File: src/hw/rtl/vbrp_pkg.sv
// Package for the VCP brightness reply parser: request and result types,
// status codes and the frame constants. Depends on nothing.
`default_nettype none

package vbrp_pkg;

  localparam int unsigned FrameLen   = 11;
  localparam int unsigned CaptureLen = 10;

  localparam logic [3:0] COUNT_MAX      = 4'd15;
  localparam logic [7:0] SRC_ADDR       = 8'h6e;
  localparam logic [7:0] NULL_HDR       = 8'h80;
  localparam logic [7:0] REPLY_HDR      = 8'h88;
  localparam logic [7:0] CSUM_SEED      = 8'h50;
  localparam logic [7:0] GET_REPLY_OP   = 8'h02;
  localparam logic [7:0] VCP_BRIGHT     = 8'h10;
  localparam logic [7:0] RC_UNSUPPORTED = 8'h01;

  typedef enum logic [3:0] {
    ST_OK             = 4'd0,
    ST_LENGTH         = 4'd1,
    ST_SOURCE         = 4'd2,
    ST_NULL           = 4'd3,
    ST_HEADER         = 4'd4,
    ST_CHECKSUM       = 4'd5,
    ST_NOT_QUERY      = 4'd6,
    ST_UNSUPPORTED    = 4'd7,
    ST_UNKNOWN_CODE   = 4'd8,
    ST_NOT_CONTINUOUS = 4'd9,
    ST_INCONSISTENT   = 4'd10
  } status_t;

  typedef struct packed {
    logic [7:0] data_byte;
    logic       last_byte;
  } byte_req_t;

  typedef struct packed {
    status_t     status;
    logic [15:0] current_level;
    logic [15:0] maximum_level;
  } result_t;

  typedef logic [CaptureLen-1:0][7:0] capture_t;

endpackage

`default_nettype wire

File: src/hw/rtl/vbrp_judge.sv
// Frame checks of the VCP brightness reply parser: turns the byte count,
// final checksum and captured bytes into a result. Depends on vbrp_pkg.
`default_nettype none

module vbrp_judge (
  input  wire logic [3:0]        total,
  input  wire logic [7:0]        csum,
  input  wire vbrp_pkg::capture_t cap,
  output vbrp_pkg::result_t      result
);

  logic [15:0] mx;
  logic [15:0] cu;

  assign mx = {cap[6], cap[7]};
  assign cu = {cap[8], cap[9]};

  // The first failing check sets the status, in priority order.
  always_comb begin
    result.current_level = '0;
    result.maximum_level = '0;
    if (total != 4'(vbrp_pkg::FrameLen)) begin
      result.status = vbrp_pkg::ST_LENGTH;
    end else if (cap[0] != vbrp_pkg::SRC_ADDR) begin
      result.status = vbrp_pkg::ST_SOURCE;
    end else if (cap[1] == vbrp_pkg::NULL_HDR) begin
      result.status = vbrp_pkg::ST_NULL;
    end else if (cap[1] != vbrp_pkg::REPLY_HDR) begin
      result.status = vbrp_pkg::ST_HEADER;
    end else if (csum != 8'h00) begin
      result.status = vbrp_pkg::ST_CHECKSUM;
    end else if (cap[2] != vbrp_pkg::GET_REPLY_OP || cap[4] != vbrp_pkg::VCP_BRIGHT) begin
      result.status = vbrp_pkg::ST_NOT_QUERY;
    end else if (cap[3] == vbrp_pkg::RC_UNSUPPORTED) begin
      result.status = vbrp_pkg::ST_UNSUPPORTED;
    end else if (cap[3] != 8'h00) begin
      result.status = vbrp_pkg::ST_UNKNOWN_CODE;
    end else if (cap[5] != 8'h00) begin
      result.status = vbrp_pkg::ST_NOT_CONTINUOUS;
    end else if (mx == 16'h0000 || cu > mx) begin
      result.status = vbrp_pkg::ST_INCONSISTENT;
    end else begin
      result.status        = vbrp_pkg::ST_OK;
      result.current_level = cu;
      result.maximum_level = mx;
    end
  end

endmodule

`default_nettype wire

File: src/hw/rtl/vcp_brightness_reply_parser_core.sv
// VCP brightness reply parser, top level. Depends on vbrp_pkg and vbrp_judge.
// Throughput: one frame byte per cycle, back to back, across frame boundaries,
// unless a final byte waits on a stalled, full result register. A final byte
// passes the input register, then the result register; the stall path is only
// the output register's stall. Synchronous reset clears both valid flags, the
// byte count and the running checksum; captured bytes need no reset.
`default_nettype none

module vcp_brightness_reply_parser_core (
  input  wire logic                clk,
  input  wire logic                rst,
  input  wire logic                frame_valid,
  output logic                     frame_stall,
  input  wire vbrp_pkg::byte_req_t frame_data,
  output logic                     result_valid,
  input  wire logic                result_stall,
  output vbrp_pkg::result_t        result_data
);

  // Input register: holds one accepted byte request.
  logic                in_v;
  vbrp_pkg::byte_req_t in_req;

  // Frame state.
  logic [3:0]         byte_count;
  logic [7:0]         xor_acc;
  vbrp_pkg::capture_t cap;

  logic               out_free;
  logic               advance;
  logic [3:0]         total;
  logic [7:0]         csum;
  vbrp_pkg::capture_t cap_next;
  vbrp_pkg::result_t  judged;

  // The result register is free when it is empty or being taken this cycle.
  assign out_free = !result_valid || !result_stall;

  // A byte that is not final always moves on; a final one needs the result
  // register to be free.
  assign advance     = in_v && (!in_req.last_byte || out_free);
  assign frame_stall = in_v && !advance;

  // Count and checksum including the byte in the input register.
  assign total = (byte_count == vbrp_pkg::COUNT_MAX) ? byte_count : byte_count + 4'd1;
  assign csum  = xor_acc ^ in_req.data_byte;

  // Only the first ten bytes are captured. The final byte of a good frame is
  // byte eleven, so the checks see every captured byte in its register.
  always_comb begin
    cap_next = cap;
    if (byte_count < 4'(vbrp_pkg::CaptureLen)) begin
      cap_next[byte_count] = in_req.data_byte;
    end
  end

  vbrp_judge u_judge (
    .total  (total),
    .csum   (csum),
    .cap    (cap),
    .result (judged)
  );

  always_ff @(posedge clk) begin
    if (rst) begin
      in_v <= 1'b0;
    end else if (!frame_stall) begin
      in_v <= frame_valid;
    end
    if (!frame_stall && frame_valid) begin
      in_req <= frame_data;
    end
  end

  // Frame state moves with each byte; the final byte returns it to its start.
  always_ff @(posedge clk) begin
    if (rst) begin
      byte_count <= '0;
      xor_acc    <= vbrp_pkg::CSUM_SEED;
    end else if (advance) begin
      if (in_req.last_byte) begin
        byte_count <= '0;
        xor_acc    <= vbrp_pkg::CSUM_SEED;
      end else begin
        byte_count <= total;
        xor_acc    <= csum;
      end
    end
    if (advance && !in_req.last_byte) begin
      cap <= cap_next;
    end
  end

  always_ff @(posedge clk) begin
    if (rst) begin
      result_valid <= 1'b0;
    end else if (advance && in_req.last_byte) begin
      result_valid <= 1'b1;
    end else if (!result_stall) begin
      result_valid <= 1'b0;
    end
    if (advance && in_req.last_byte) begin
      result_data <= judged;
    end
  end

  // A failing status carries no levels.
  a_fail_zero: assert property (@(posedge clk) disable iff (rst)
    result_valid && result_data.status != vbrp_pkg::ST_OK |->
      result_data.current_level == 16'h0000 && result_data.maximum_level == 16'h0000)
    else $error("failing result carries nonzero levels");

  // A good result is always consistent.
  a_ok_consistent: assert property (@(posedge clk) disable iff (rst)
    result_valid && result_data.status == vbrp_pkg::ST_OK |->
      result_data.maximum_level != 16'h0000 &&
      result_data.current_level <= result_data.maximum_level)
    else $error("good result with inconsistent levels");

  // The final byte clears the frame state for the next frame.
  a_frame_clear: assert property (@(posedge clk) disable iff (rst)
    advance && in_req.last_byte |=>
      byte_count == 4'd0 && xor_acc == vbrp_pkg::CSUM_SEED && result_valid)
    else $error("frame state not cleared after final byte");

  // Input stalls only when a final byte waits on a full, stalled result register.
  a_stall_cause: assert property (@(posedge clk) disable iff (rst)
    frame_stall |-> in_v && in_req.last_byte && result_valid && result_stall)
    else $error("input stalled without a blocked result");

endmodule

`default_nettype wire

File: config.mk
export PLATFORM = sky130hd
export DESIGN_NAME = vcp_brightness_reply_parser_core
export DESIGN_NICKNAME = d
export VERILOG_FILES = /design/src/hw/rtl/vbrp_pkg.sv /design/src/hw/rtl/vbrp_judge.sv /design/src/hw/rtl/vcp_brightness_reply_parser_core.sv
export SDC_FILE = /design/constraint.sdc
export NUM_CORES = 1
export LEC_CHECK = 0
export BUFFER_PORTS_ARGS = -buffer_cell sky130_fd_sc_hd__buf_2
export CORE_ASPECT_RATIO = 1.5
export CORE_UTILIZATION = 35
export DETAILED_ROUTE_END_ITERATION = 12
export HOLD_SLACK_MARGIN = 0.12
export PLACE_DENSITY = 0.57
export SLEW_MARGIN = 20
export SYNTH_ARGS = -nofsm -noshare
export SYNTH_HDL_FRONTEND = slang
export SYNTH_SLANG_ARGS = --single-unit
File: constraint.sdc
create_clock -name clk -period 3.1 [get_ports clk]
set_input_delay 0.31 -clock clk [delete_from_list [all_inputs] [get_ports clk]]
set_output_delay 0.31 -clock clk [all_outputs]
set_load 0.005 [all_outputs]
---- Word level (Yosys, flattened, before mapping) ----
Cells that the tools add are included.
storage, ports and cells
  logic and storage cells ................. 76
  output and inout port bits .............. 38
  bits in registers ....................... 139
  bits of input ports ..................... 13
cells by class
  bitwise logic cells ..................... 1
  add/subtract/negate cells ............... 1
  $lt $le $gt $ge ......................... 4
  multiplexer cells ....................... 17
  equality and inequality tests ........... 9
  reduce and logical (&&, ||, !) cells .... 23
operators with widths
  operator             number
  $bwmux 80            1
  $demux 8 s4          1
  $reduce_bool 8->1    3
  $mux 4               5
  $gt 16x16->1         1
  $logic_not 16->1     1
  $mux 8               2
  $mux 3               4
  $reduce_or 10->1     1
  $eq 8x1->1 const B   1
  $eq 8x8->1 const B   1
  $ne 8x2->1 const B   1
  $ne 8x5->1 const B   1
  $ne 8x7->1 const B   1
  $ne 8x8->1 const B   1
  $xor 8x8->8          1
  $reduce_or 7->1      1
  $logic_and 1x1->1    6
  $logic_not 1->1      5
  $lt 4x5->1 const B   1
  $add 4x1->4 const B  1
  $eq 4x4->1 const B   1
  $ge 4x1->1 const B   1
  $logic_or 1x1->1     4
  7 further kinds      9

---- Longest topological paths before layout ----
  word-level depth ........................ 11
  mapped depth ............................ 9
  gate-level depth less buffers ........... 7

---- Hierarchy ----
A second synthesis with hierarchy kept.
unflattened totals
  cells, all modules ...................... 385
  area total of the unflattened synthesis .. 5695.5 um^2
by module, submodules not included
  module                            cells each  sequential area each (um^2)  area each (um^2)  instances
  vcp_brightness_reply_parser_core  245         4033.9                       4713.3            1
  vbrp_judge                        140         0.0                          982.2             1

---- Least setup slack after synthesis ----
OpenSTA, ideal clock, no wires.
  path kind ............................... register to register
  start ................................... reg in_req[3] (netlist bit)
  end ..................................... reg result_data[0] (netlist bit), data pin
  cell stages (with the launch flop) ...... 8
  path slack .............................. 718 ps
  arrival ................................. 2211 ps
  clock period less this slack ............ 2382 ps
  cells stage by stage .................... edfxtp_1 xnor2_1 nand3_1 or4_4 or4_4 buf_6 buf_12 nor4_2
between the ends
  word-level cells in the longest chain between the ends .. 3
ends and longest elaborated chain
  what                        RTL line                                 RTL
  start, declared             vcp_brightness_reply_parser_core.sv:22   vbrp_pkg::byte_req_t in_req;
  start signal, assigned      vcp_brightness_reply_parser_core.sv:71   in_req <= frame_data;
  $xor 8x8->8                 vcp_brightness_reply_parser_core.sv:46   assign csum = xor_acc ^ in_req.data_byte;
  $reduce_bool 8->1           vbrp_judge.sv:30                         end else if (csum != 8'h00) begin
  $reduce_or 10->1 (no line)  -
  end signal, assigned        vcp_brightness_reply_parser_core.sv:103  result_data <= judged;
  end, declared               vcp_brightness_reply_parser_core.sv:17   output vbrp_pkg::result_t result_data
Every way passes these cells.
A chain may end at the register's enable or synchronous reset.

---- Worst setup path in the final report ----
  start ................................... reg byte_count[0]
  end ..................................... reg result_data[4] (netlist bit), data pin
between the ends
  word-level cells in the longest chain between the ends .. 4
  elaborated cells on any way between the ends .. 5
  those cells by class .................... 1 x add/sub; 2 x eq/ne; 1 x mux; 1 x reduce/logical
ends and longest elaborated chain
  what                                       RTL line                                RTL
  start, declared                            vcp_brightness_reply_parser_core.sv:25  logic [3:0] byte_count;
  start signal, assigned                     vcp_brightness_reply_parser_core.sv:85  byte_count <= total;
  $add 4x1->4 or $eq 4x4->1 (tied branches)  vcp_brightness_reply_parser_core.sv:45  assign total = (byte_count == vbrp_pkg::COUNT_MAX) ? byte_count : byte_count + 4'd1;
  $mux 4 (*)                                 vcp_brightness_reply_parser_core.sv:45
  $ne 4x4->1 (*)                             vbrp_judge.sv:22                        if (total != 4'(vbrp_pkg::FrameLen)) begin
  $reduce_or 10->1 (no line) (*)             -
Mark *: on every way between the ends. The rest lies on a longest branch, timed or not.

==> impl_metrics.prom <==
# TYPE chip_impl_metric gauge
chip_impl_metric{name="synth_nets",unit=""} 428
chip_impl_metric{name="globalRouteOverflowTotal",unit=""} 0
chip_impl_metric{name="totalWireLength",unit="um"} 11400
chip_impl_metric{name="insertion_delay_to_the_later_sink_of_the_worst_skew_pair",unit="ns"} 0.41
chip_impl_metric{name="die_area",unit="um^2"} 17300
chip_impl_info{name="worst_setup_path_end_kind",value="flip-flop"} 1
chip_impl_metric{name="slowest_delay",unit="ns"} 0.70
chip_impl_metric{name="track_usage",unit=""} 0.142
chip_impl_metric{name="worst_ep_required_time",unit="ns"} 3.33
chip_impl_metric{name="mappedNetlistArea",unit="um^2"} 5850
chip_impl_info{name="worstPathCellList",value="inv_1 -> ha_1 -> nor4b_1 -> buf_4 -> nand2_1 -> or4_4 -> nor4_2"} 1
chip_impl_info{name="regToRegStartpoint",value="byte_count[0]"} 1
chip_impl_metric{name="die_x",unit="um"} 108
chip_impl_metric{name="worst_slew_pin_tran",unit="ns"} 0.710
chip_impl_metric{name="met3WireLength",unit="um"} 469
chip_impl_info{name="synthFlopType",value="edfxtp_1"} 1
chip_impl_metric{name="maximum_number_of_pins_on_one_net_before_global_route_repair",unit=""} 37
chip_impl_metric{name="drc_errors",unit=""} 0
chip_impl_metric{name="grt_pass1_vias",unit=""} 3566
chip_impl_metric{name="antenna_violating_nets_post_route",unit=""} 0
chip_impl_metric{name="timing_max_transition_violations_final",unit=""} 0
chip_impl_metric{name="syn_inst",unit=""} 395
chip_impl_metric{name="cts-buffers-inserted",unit=""} 17
chip_impl_info{name="critical_path_origin",value="byte_count[0]"} 1
chip_impl_info{name="root_buffer",value="clkbuf_16"} 1
chip_impl_info{name="status",value="complete, no violations"} 1
chip_impl_metric{name="totalNegativeSetupSlack",unit="ns"} 0
chip_impl_metric{name="synth_enable_flop_cells",unit=""} 125
chip_impl_metric{name="post-dp-hpwl",unit="um"} 8170
chip_impl_metric{name="clock_skew",unit="ns"} 0.00863
chip_impl_metric{name="m1WireLength",unit="um"} 4110
chip_impl_metric{name="finalWeightedCongestion",unit=""} 0.814
chip_impl_metric{name="placement_rows",unit=""} 57
chip_impl_info{name="rsz0062_at_grt",value="no"} 1
chip_impl_metric{name="sequential_cell_area",unit="um^2"} 4030
chip_impl_metric{name="detail_route.first_pass.iterations",unit=""} 4
chip_impl_metric{name="rr_worst_depth",unit=""} 7
chip_impl_metric{name="static-leakage-power",unit="uW"} 0.00254
chip_impl_metric{name="synth_cell_types",unit=""} 44
chip_impl_metric{name="met2_wirelength_from_detailed_routing",unit="um"} 6360
chip_impl_metric{name="synth_register_bits",unit=""} 139
chip_impl_metric{name="placed_cells_incl_taps",unit=""} 651
chip_impl_metric{name="setup_viol",unit=""} 0
chip_impl_metric{name="maxSlewHeadroom",unit=""} 0.525
chip_impl_metric{name="final_report_hold_violation_count",unit=""} 0
chip_impl_metric{name="fillerInstances",unit=""} 1471
chip_impl_info{name="worst-setup-path-type",value="reg2reg"} 1
chip_impl_metric{name="worst-endpoint-arrival",unit="ns"} 2.82
chip_impl_metric{name="power.density",unit="nW/um^2"} 569
chip_impl_metric{name="port-buffer-count",unit=""} 50
chip_impl_metric{name="syn2layout_area_growth",unit="%"} 19.5
chip_impl_metric{name="clk_path_buf_depth",unit=""} 2
chip_impl_metric{name="route.vias.total",unit=""} 3439
chip_impl_metric{name="drt-vias-per-instance",unit=""} 4.97
chip_impl_metric{name="ctsResizeCount",unit=""} 0
chip_impl_metric{name="floorplan.initialDensity",unit=""} 0.360
chip_impl_metric{name="register_area_share_after_synthesis",unit=""} 0.689
chip_impl_metric{name="hold-worst-slack",unit="ns"} 0.145
chip_impl_metric{name="cts_setup_buffers",unit=""} 0
chip_impl_metric{name="first_pass_grt_wire_length",unit="um"} 18000
chip_impl_info{name="holdCritPathClass",value="in2reg"} 1
chip_impl_metric{name="antenna_fix_cells",unit=""} 0
chip_impl_metric{name="multi_input_area",unit="um^2"} 1570
chip_impl_metric{name="worst-path-max-fanout",unit=""} 32
chip_impl_metric{name="synth.yosys.warnings",unit=""} 0
chip_impl_info{name="critical_path.slowest_cell",value="or4_4"} 1
chip_impl_metric{name="drive_above_1_share",unit=""} 0.263
chip_impl_metric{name="avgSynthCellArea",unit="um^2"} 14.8
chip_impl_metric{name="core_area",unit="um^2"} 16300
chip_impl_info{name="route.top_layer_used",value="met4"} 1
chip_impl_metric{name="drv_cap",unit=""} 0
chip_impl_info{name="hold_path.startpoint",value="frame_valid"} 1
chip_impl_metric{name="fin_crit",unit="ns"} 2.60
chip_impl_metric{name="worst_hold_path.num_cells",unit=""} 3
chip_impl_metric{name="clock_tree_sinks",unit=""} 139
chip_impl_metric{name="final-instance-count-excl-fill",unit=""} 692
chip_impl_metric{name="report.power.total",unit="uW"} 3980
chip_impl_metric{name="clk_transition_reported_paths",unit="ns"} 0.06
chip_impl_metric{name="drt_iter0_drc",unit=""} 116
chip_impl_info{name="critPathLaunchType",value="flip-flop"} 1
chip_impl_metric{name="grt_antenna_before_repair",unit=""} 0
chip_impl_metric{name="finalCritPeriodShare",unit=""} 0.837
chip_impl_metric{name="finalNetCount",unit=""} 506
chip_impl_metric{name="wire_per_inst",unit="um"} 16.5
chip_impl_metric{name="synth-async-reset-ratio",unit=""} 0
chip_impl_info{name="tritoncts",value="yes"} 1
chip_impl_metric{name="num_io_pins",unit=""} 51
chip_impl_metric{name="clock.fmax",unit="MHz"} 385
chip_impl_metric{name="die_span_in_y",unit="um"} 160
chip_impl_metric{name="htreeDepth",unit=""} 4
chip_impl_metric{name="irDropWorstVdd",unit="mV"} 0.409
[logic make-up after synthesis]
logic type	Yosys count	synth area share
AO/OA/AOI/OAI	45	0.0470
XOR/XNOR	8	0.0120
adder cells (fa/ha/maj)	20	0.0428
buffers and inverters	53	0.0434
flip-flops	139	0.689
AND/OR/NAND/NOR	130	0.166
[routing by layer]
metal,track usage,vias up
met5,0,-
met4,0.0878,0
met3,0.0300,22
met2,0.268,94
met1,0.135,1669
li1,-,1654
[layout make-up]
class,instances,area share
Clock buffer,17,0.0608
Inverter,39,0.0209
Clock inverter,15,0.0154
Multi-Input combinational cell,203,0.224
Tap cell,206,0.0368
Timing Repair Buffer,73,0.0655
Sequential cell,139,0.577
[worst max-delay path, delay by kind of cell, from the launching register on]
family	cells	cell delay [ns]
fa+ha+maj	1	0.32
flops	1	0.41
simple gates	4	1.36
buf+inv	2	0.31
[layout by cell type (no fill, tap or decap), types with 3 or more instances in the layout]
master / n
a21oi_1: 20
a31oi_1: 3
and2_1: 10
and3_1: 4
buf_2: 50
buf_4: 13
clkbuf_16: 17
clkinv_1: 4
clkinv_2: 6
dfxtp_1: 14
dlygate4sd3_1: 9
edfxtp_1: 125
ha_1: 20
inv_1: 39
nand2_1: 9
nand2b_1: 4
nand3_1: 5
nand3b_1: 7
nand4_1: 7
nor2_1: 21
nor3_1: 7
nor4_1: 13
nor4_2: 28
nor4b_1: 4
o21ai_0: 9
xnor2_1: 6
[stage by stage]
step	utilization	instance area, um^2	worst slack, ns
floorplan	-	5850	0.718
global placement	0.392	6370	0.504
detailed placement	0.392	6370	0.497
CTS	0.430	7000	0.478
global route	0.430	7000	0.276
finish	0.430	7000	0.504
[sequential cells by signal, summed over array words and instances (netlist names)]
signal        flops
result_data      36
byte_count        4
result_valid      1
in_v              1
in_req            9
cap              80
xor_acc           8
[where the power goes]
group	switching [uW]	internal, uW
clock	719	1080
combinational	63.4	39.7
sequential	15.8	2060
total	798	3180
[Yosys cell counts (all sizes together) (5+ instances only)]
cell	n	area (um^2)
dfxtp	14	280
nand4	7	43.8
buf	7	81.3
nor2	21	78.8
xnor2	6	52.6
nor3	7	35.0
ha	20	250
clkbuf	7	26.3
and2	10	62.6
edfxtp	125	3750
nor4	43	474
inv	39	146
a21oi	20	100
nand3	5	25.0
nand2	9	33.8
o21ai	9	45.0
nand3b	7	52.6
[final timing paths]
kind / end / slack [ns]
worst max-delay path: result_data[4] / 0.50
worst min-delay path: in_v / 0.15
worst max register to register: result_data[4] / 0.50
worst min register to register: xor_acc[3] / 0.51
[repair_timing]
| action | in CTS | in global routing |
|---|---|---|
| endpoints found under the hold margin | 9 | 0 |
| hold buffers | 9 | 0 |
| endpoints found under the setup margin | 0 | 0 |
Power figures use the tool's default switching activity.
